`src/rtl/sht_pkg.sv`:
```
`default_nettype none

package sht_pkg;

    // Width of the entry count on the result channel
    localparam int TOTAL_W = 9;

    typedef enum logic [1:0] {
        OP_CLEAR  = 2'd0,
        OP_INSERT = 2'd1,
        OP_LOOKUP = 2'd2,
        OP_NONE   = 2'd3
    } op_t;

    typedef enum logic {
        ST_IDLE,
        ST_SCAN
    } state_t;

    // One table entry as held in a cell
    typedef struct packed {
        logic [31:0] hash;
        logic [31:0] addr;
        logic [31:0] size;
    } entry_t;

    // Lookup result travelling down the cell row towards cell 0
    typedef struct packed {
        logic        found;
        logic [31:0] addr;
        logic [31:0] size;
    } res_t;

    // Strobes broadcast from the controller to every cell
    typedef struct packed {
        logic ins_en;
        logic look_load;
        logic look_shift;
    } cell_cmd_t;

endpackage

`default_nettype wire

```
`src/rtl/sht_cell.sv`:
```
`default_nettype none

module sht_cell #(
    parameter int CW    = 9,
    parameter int INDEX = 0
) (
    input  wire logic               aclk,
    input  wire sht_pkg::cell_cmd_t cmd,
    input  wire logic [CW-1:0]      count,
    input  wire logic [31:0]        key,
    input  wire logic [31:0]        addr,
    input  wire logic [31:0]        size,
    input  wire sht_pkg::entry_t    left_entry,
    input  wire logic               left_gt,
    input  wire logic               left_eq,
    input  wire sht_pkg::res_t      right_res,
    output sht_pkg::entry_t         entry,
    output logic                    gt,
    output logic                    eq,
    output sht_pkg::res_t           res
);

    sht_pkg::entry_t entry_reg;
    sht_pkg::res_t   res_reg;
    logic            valid;
    logic            first;

    // Cell holds a live entry while its place lies below the count
    assign valid = CW'(INDEX) < count;
    assign gt    = valid && (entry_reg.hash > key);
    assign eq    = valid && (entry_reg.hash == key);
    // First of any run of equal hashes is the earliest inserted
    assign first = eq && !left_eq;

    // Insert: shift right behind a larger left neighbour, else take the new entry here if own entry is larger or empty
    always_ff @(posedge aclk) begin
        if (cmd.ins_en) begin
            if (left_gt) begin
                entry_reg <= left_entry;
            end else if (gt || !valid) begin
                entry_reg <= '{hash: key, addr: addr, size: size};
            end
        end
    end

    // Lookup: load own match, then fold in the neighbour's result on each shift strobe
    always_ff @(posedge aclk) begin
        if (cmd.look_load) begin
            if (first) begin
                res_reg <= '{found: 1'b1, addr: entry_reg.addr, size: entry_reg.size};
            end else begin
                res_reg <= '0;
            end
        end else if (cmd.look_shift) begin
            res_reg <= res_reg | right_res;
        end
    end

    assign entry = entry_reg;
    assign res   = res_reg;

endmodule

`default_nettype wire
```
`config.mk`:
```
export PLATFORM = sky130hd
export DESIGN_NAME = sht_cell
export DESIGN_NICKNAME = d
export VERILOG_FILES = /design/src/rtl/sht_pkg.sv /design/src/rtl/sht_cell.sv
export SDC_FILE = /design/constraint.sdc
export NUM_CORES = 1
export LEC_CHECK = 0
export BUFFER_PORTS_ARGS = -buffer_cell sky130_fd_sc_hd__buf_4
export CAP_MARGIN = 30
export CORE_AREA = 2 2 169 171
export CTS_BUF_LIST = sky130_fd_sc_hd__clkbuf_4 sky130_fd_sc_hd__clkbuf_8
export CTS_CLUSTER_DIAMETER = 30
export DETAILED_ROUTE_END_ITERATION = 6
export DIE_AREA = 0 0 171 173
export GPL_TIMING_DRIVEN = 0
export PLACE_DENSITY = 0.56
export SLEW_MARGIN = 20
export SYNTH_ARGS = -nofsm -noshare
export SYNTH_HDL_FRONTEND = slang
export SYNTH_SLANG_ARGS = --single-unit
```
`constraint.sdc`:
```
create_clock -name aclk -period 23.2 [get_ports aclk]
set_input_delay 4.64 -clock aclk [delete_from_list [all_inputs] [get_ports aclk]]
set_output_delay 4.64 -clock aclk [all_outputs]
set_load 0.02 [all_outputs]
```
### Word-level counts from Yosys, hierarchy flattened

Cells that the tools add are included.

* register bits after elaboration: 161

* magnitude comparators: 2
* eq/ne operators: 1
* muxes and demuxes: 5
* bitwise gates (word level): 1
* reductions and logical operators: 9

Operators by type and width (count)
* 65-bit two-way mux: 3
* 96-bit two-way mux: 2
* 65-bit OR: 1
* 32-bit equality test: 1
* 32-bit > comparator: 1
* 1-bit by 9-bit < comparator with 1-bit output, first input constant: 1
* 2-bit nonzero test: 2
* 1-bit logical AND: 3
* 1-bit zero test: 2
* 2-bit AND reduction: 1
* 1-bit logical OR: 1

### Depth between registers and ports, before layout

Gate-level depths: netlist of the first run.

* word-level depth: 5
* gate-level depth with buffers: 9

### Least setup slack after synthesis of the first run

Ideal clock, no wire load.

* path type: input to register
* start point: input port key[14]
* end point: register entry_reg, in the netlist entry[0], enable pin
* data arrival time: 10926 ps
* data required time: 22596 ps
* setup slack: 11671 ps
* stages on the path: 7
* buffers on the path: 0
* cells stage by stage: inv_1 ha_1 nand4_1 nor4_2 a21boi_0 o31ai_1 a41oi_1

* cells in the longest elaborated chain, start to end: 5

Ends and longest elaborated chain
* from (decl): RTL line sht_cell.sv:10 `input wire logic [31:0] key,`
* 32-bit > comparator: RTL line sht_cell.sv:30 `assign gt = valid && (entry_reg.hash > key);`
* 1-bit logical AND: RTL line sht_cell.sv:30
* 1-bit logical OR: RTL line sht_cell.sv:40 `end else if (gt || !valid) begin`
* 2-bit nonzero test (no line)
* 2-bit AND reduction (no line)
* to (signal assigned): RTL line sht_cell.sv:39 `entry_reg <= left_entry;`
* to (signal assigned): RTL line sht_cell.sv:41 `entry_reg <= '{hash: key, addr: addr, size: size};`
* to (decl): RTL line sht_cell.sv:23 `sht_pkg::entry_t entry_reg;`

Every way passes these cells.
A chain may end at the register's enable or synchronous reset.

### Worst setup path in the final report of the first run

* start point: input port key[14]
* end point: output port gt

* cells in the longest elaborated chain, start to end: 2

Ends and longest elaborated chain
* 32-bit > comparator: RTL line sht_cell.sv:30
* 1-bit logical AND: RTL line sht_cell.sv:30
* to (decl): RTL line sht_cell.sv:18 `output logic gt,`

Every way passes these cells.

==> flow_summary.toml, run 1 <==
[outcome]
status = "finished, final reports clean"

[sta]
hold_ws_ps = 561
clock_skew_ps = 24.7
slew_headroom_pct = 40.7
min_period_ps = 11210
worst_slew_pin_slew_ps = 890
hold_viol = 0
fin_crit_sh_pct = 48.3
setup_violations = 0
fmax_mhz = 89.2
finalSetupTns_ps = 0
rsz0062_at_grt = "false"
drv_slew = 0

[layout]
syn2layout_area_growth_pct = 53.4
utilization_pct = 44.7
fin_area_um2 = 12400
layout_commonest_cell = "buf_4"
drive_gt1_share_pct = 57.5
diodes = 0
largest_reg_flops = 96
layout.nets = 1334
mostFrequentLayoutCells = "buf_4 (433), edfxtp_1 (161), nor2_1 (68)"

[placed_design]
placed_area_um2 = 12000
numPortBuffers = 433
place.gp.congestion = 0.790
dpl.hpwl_um = 22300

[cts]
clk_pin_slew_ps = 100
clock-root-buffer = "clkbuf_8"
cts.sinks = 161
cts_setup_buffers = 0
ctsHoldBuffers = 0
cts_resized = 0
htree_levels = 4
tritoncts = "yes"
cts_buffers = 17
clock_latency_ps = 460
clock_path_buffers = 2

[worst_setup_path]
critical-path-top-delay-family = "simple AND/OR/NAND/NOR gates"
reg2regPathDepth = 9
crit_buf_inv = 3
crit_path_top_delay_cell = "nor4_2"
critPathRequiredTime_ps = 18560
critPathKind = "in -> out"
worstSetupPathDepth = 9
critPathLaunchType = "input pin"
cp_cell_sequence = "buf_4 > inv_1 > ha_1 > nand4_1 > nor4_2 > a21boi_0 > o31ai_1 > a21oi_1 > buf_4"
worstPathArrival_ps = 6570
crit_top_cell = "buf_4"
max_stage_delay_ps = 500
path_max_fanout = 3
cp-end-kind = "primary output"

[yosys]
netlist.area_leader.share_pct = 60.0
syn_inst = 571
synth.area.top_cells = "edfxtp_1 (60%), o2bb2ai_2 (9.3%), mux2_2 (9.1%)"
seq_area_frac_synth_pct = 60.0
synthFlopType = "edfxtp_1"
synthArstFlopShare_pct = 0
synth_top_area_cell = "edfxtp_1"
syn-num-nets = 875
avgSynthCellArea_um2 = 14.1
synthAdderAreaFrac_pct = 4.97
ys_warn_count = 0
synth_compound_area_share_pct = 14.9
ys_ff_latch = 161
synth_edf_count = 161
synthSimpleGateAreaFrac_pct = 6.99
synth.distinct_cells = 33
synth-xor-area-share_pct = 0
synth_mux_area_share_pct = 9.09
syn_area_um2 = 8050
synth_top_family_by_area = "compound AO/OA/AOI/OAI gates"

[die]
core_um2 = 27600
initial_utilization_pct = 29.1
fp.dieW_um = 171
die_area_um2 = 29600
die_h_um = 173
std_cell_rows = 61
pin_count = 435

[grt]
overflow = 0
grt_first_pass_wirelength_um = 40100
grt_usage_pct = 18.2
grt_max_degree = 46
grt_pass1_vias = 6619
antenna_found_initial = 0

[route]
wl_per_cell_um = 19.4
viasPerCell = 4.43
drc = 0
drt_iter0_drc = 304
postRouteAntennaNets = 0
via_count = 6300
wl_um = 27600
drtPass1Iterations = 5

[pwr]
p_per_area_nw_per_um2 = 59.8
power_uw = 739
vdd_drop_max_mv = 0.0284
p_leak_uw = 0.00529

[job]
cap_violations = 0

[hold_path]
hold-path-cell-count = 1
hp-class = "reg -> reg"
-- final timing paths --
check / slack (ps) / end / from
worst max-delay path: 11990 / gt / key[14]
worst min-delay path: 560 / res[59]$_DFFE_PP_ / entry[59]$_DFFE_PP_
worst max register to register: 19820 / entry[43]$_DFFE_PP_ / entry[77]$_DFFE_PP_
worst min register to register: 560 / res[59]$_DFFE_PP_ / entry[59]$_DFFE_PP_
-- through the flow --
stage | cells | worst slack [ps]
floorplan | 571 | 11670
global route | 1421 | 11780
finish | 1421 | 11990
global placement | 1382 | 7870
detailed placement | 1389 | 11990
CTS | 1421 | 11930
-- cells in the mapped netlist, drive strengths merged, types with 3 or more instances --
library cell and instances:
nor4 3, edfxtp 161, nand4 8, a21oi 14, inv 34, nor2 68
mux2 65, nand3 5, nand2 38, clkbuf 21, ha 32, buf 7
o21ai 35, o2bb2ai 64
-- per-layer routing --
metal / vias to the layer above / global-route usage (%) / wire (um)
met5: - / 0 / 0
met4: 0 / 3.35 / 253
met3: 13 / 5.10 / 2050
met2: 254 / 33.5 / 14500
met1: 2947 / 20.9 / 10800
li1: 3086 / - / -
-- cells by family after synthesis --
group	count (synthesis)
AND/OR/NAND/NOR	128
adder cells (fa/ha/maj)	32
buffers and inverters	62
multiplexers	65
AO/OA/AOI/OAI	123
flip-flops	161
-- where the power goes --
group	total, uW	switching (uW)	leakage (uW)	internal, uW
Clock	206	125	0.000183	81.1
Combinational	168	85.1	0.00350	83.3
Sequential	365	14.3	0.00161	350
Total	739	225	0.00529	515
-- layout make-up --
| class | count | area [um2] |
|---|---|---|
| clock buffers | 18 | 241 |
| plain buffers | 28 | 195 |
| fillers | 2656 | 15300 |
| flip-flops and latches | 161 | 4830 |
| inverters | 34 | 128 |
| multi-input cells | 348 | 2920 |
| well taps | 378 | 473 |
| clock inverters | 14 | 138 |
| repair buffers | 440 | 3430 |
(Power assumes the default switching activity.)
==> run 2, diff against run 1 <==
--- a/config.mk
+++ b/config.mk
@@ -5,6 +5,7 @@
 export SDC_FILE = /design/constraint.sdc
 export NUM_CORES = 1
 export LEC_CHECK = 0
+export ABC_AREA = 1
 export BUFFER_PORTS_ARGS = -buffer_cell sky130_fd_sc_hd__buf_4
 export CAP_MARGIN = 30
 export CORE_AREA = 2 2 169 171
==> constraint.sdc (replaced) <==
create_clock -name aclk -period 11.55 [get_ports aclk]
set_input_delay 2.31 -clock aclk [delete_from_list [all_inputs] [get_ports aclk]]
set_output_delay 2.31 -clock aclk [all_outputs]
set_load 0.02 [all_outputs]
==> run 2 against run 1 <==
Against the previous run:
- area after synthesis rose by 0.14%
- routed wire length is 1.2% higher
- die area stayed put
- power increased by 100%
- clock skew increased by 6.1 ps
- final cell count grew 6.6%
- via count is 4.6% higher
- utilization about the same
- cell area barely moved
- non-clock buffer count unchanged
- worst hold slack gained 28 ps
- register-to-register slack worse by 11000 ps
- largest power group unchanged
==> flow_summary.toml, run 2 <==
[cts]
cts.sinks = 161
ctsHoldBuffers = 0
cts_resized = 0
clock_latency_ps = 460
tritoncts = "yes"
clock_path_buffers = 2
clock-root-buffer = "clkbuf_8"
clk_pin_slew_ps = 90
cts_setup_buffers = 0
cts_buffers = 17
htree_levels = 4

[route]
postRouteAntennaNets = 0
drt_iter0_drc = 333
drtPass1Iterations = 4
wl_per_cell_um = 18.5
wl_um = 28000
drc = 0
viasPerCell = 4.35
via_count = 6592

[pwr]
vdd_drop_max_mv = 0.0503
p_per_area_nw_per_um2 = 120
power_uw = 1480
p_leak_uw = 0.00564

[die]
core_um2 = 27600
die_area_um2 = 29600
fp.dieW_um = 171
initial_utilization_pct = 29.2
die_h_um = 173
std_cell_rows = 61
pin_count = 435

[grt]
overflow = 0
grt_pass1_vias = 6653
grt_max_degree = 48
grt_first_pass_wirelength_um = 39900
antenna_found_initial = 1
grt_usage_pct = 18.2

[yosys]
synth_mux_area_share_pct = 9.08
synth_edf_count = 161
seq_area_frac_synth_pct = 60.0
synth_top_family_by_area = "compound AO/OA/AOI/OAI gates"
syn-num-nets = 969
syn_inst = 665
netlist.area_leader.share_pct = 60.0
synth.most_common_cell = "edfxtp_1"
synth-xor-area-share_pct = 0
synthSimpleGateAreaFrac_pct = 4.87
synthArstFlopShare_pct = 0
synthTopCellsByCount = "edfxtp_1 (161), o21ai_0 (113), inv_1 (105), mux2_2 (65), nand2_1 (61)"
avgSynthCellArea_um2 = 12.1
synth.distinct_cells = 25
synth_top_area_cell = "edfxtp_1"
ys_warn_count = 0
syn_area_um2 = 8060
ys_ff_latch = 161
synthFlopType = "edfxtp_1"
synthAdderAreaFrac_pct = 4.97
synth_compound_area_share_pct = 13.7
synth.area.top_cells = "edfxtp_1 (60%), mux2_2 (9.1%), o21ai_0 (7.0%)"

[sta]
worst_slew_pin_slew_ps = 701
min_period_ps = 6120
fin_crit_sh_pct = 53.0
slew_headroom_pct = 53.3
fmax_mhz = 164
hold_viol = 0
clock_skew_ps = 30.8
finalSetupTns_ps = 0
setup_violations = 0
drv_slew = 0
rsz0062_at_grt = "false"

[placed_design]
placed_area_um2 = 12000
numPortBuffers = 433
dpl.hpwl_um = 22600
place.gp.congestion = 0.806

[layout]
fin_area_um2 = 12400
nFillCells = 2737
utilization_pct = 44.7
layout.nets = 1428
syn2layout_area_growth_pct = 53.2
largest_reg_flops = 96
drive_gt1_share_pct = 53.6
diodes = 0
mostFrequentLayoutCells = "buf_4 (433), edfxtp_1 (161), o21ai_0 (113)"
layout_commonest_cell = "buf_4"

[worst_setup_path]
critPathKind = "in -> out"
cp-end-kind = "primary output"
path_max_fanout = 2
critPathLaunchType = "input pin"
cp_cell_sequence = "buf_4 > inv_1 > ha_1 > nand4_2 > nor2_2 > nand2_2 > nor2_2 > inv_2 > nor2_4 > inv_1 > nand2_1 > nor2_1 > buf_4"
crit_path_top_delay_cell = "ha_1"
max_stage_delay_ps = 320
worstPathArrival_ps = 3810
critPathRequiredTime_ps = 9240

[hold_path]
hp-class = "reg -> reg"

[job]
cap_violations = 0

[outcome]
status = "finished, final reports clean"
-- run 2: cells by family after synthesis --
kind of cell             after synthesis
AO/OA/AOI/OAI                        181
flip-flops                           161
buffers and inverters                135
multiplexers                          65
adder cells (fa/ha/maj)               32
AND/OR/NAND/NOR                       91
-- run 2: layout make-up --
class	instances	area, um2	share of cell area, %
sequential	161	4830	39.1
timing repair buffer	440	3430	27.8
multi-input combinational	369	2640	21.4
tap	378	473	3.83
inverter	107	402	3.25
clock buffer	17	234	1.89
buffer	28	201	1.63
clock inverter	15	139	1.12
-- run 2: report_power, final --
group	internal [uW]	total (uW)	leakage [uW]	switching (uW)
Sequential	704	729	0.00161	25.4
Clock	159	411	0.000183	251
Combinational	168	344	0.00385	176
Total	1030	1480	0.00564	453
-- run 2: worst max-delay path, delay by kind of cell --
| family | cells | cell delay (ps) |
|---|---|---|
| fa+ha+maj | 1 | 320 |
| buf+inv | 5 | 440 |
| simple gates | 7 | 740 |
-- run 2: worst paths after layout --
| check | start | endpoint | slack, ps | depth (start not counted) |
|---|---|---|---|---|
| max | key[29] | gt | 5430 | 13 |
| min | res[58]$_DFFE_PP_ | res[58]$_DFFE_PP_ | 590 | 2 |
| max reg2reg | entry[93]$_DFFE_PP_ | entry[28]$_DFFE_PP_ | 8750 | 11 |
| min reg2reg | res[58]$_DFFE_PP_ | res[58]$_DFFE_PP_ | 590 | 2 |
-- run 2: stage by stage --
| step | hold slack [ps] | setup WS (ps) | cells |
|---|---|---|---|
| floorplan | 691 | 3120 | 665 |
| global placement | 563 | -649 | 1476 |
| detailed placement | 575 | 5420 | 1483 |
| CTS | 598 | 5410 | 1515 |
| global route | 621 | 5320 | 1515 |
| finish | 588 | 5430 | 1515 |
-- run 2: per-layer routing --
layer / vias to the layer above / GRT usage, % / part of all wire [%]
met4: 2 / 4.56 / 1.6
met1: 3042 / 21.0 / 40
li1: 3253 / - / -
met5: - / 0 / 0.046
met2: 266 / 32.5 / 51
met3: 29 / 5.86 / 8.2
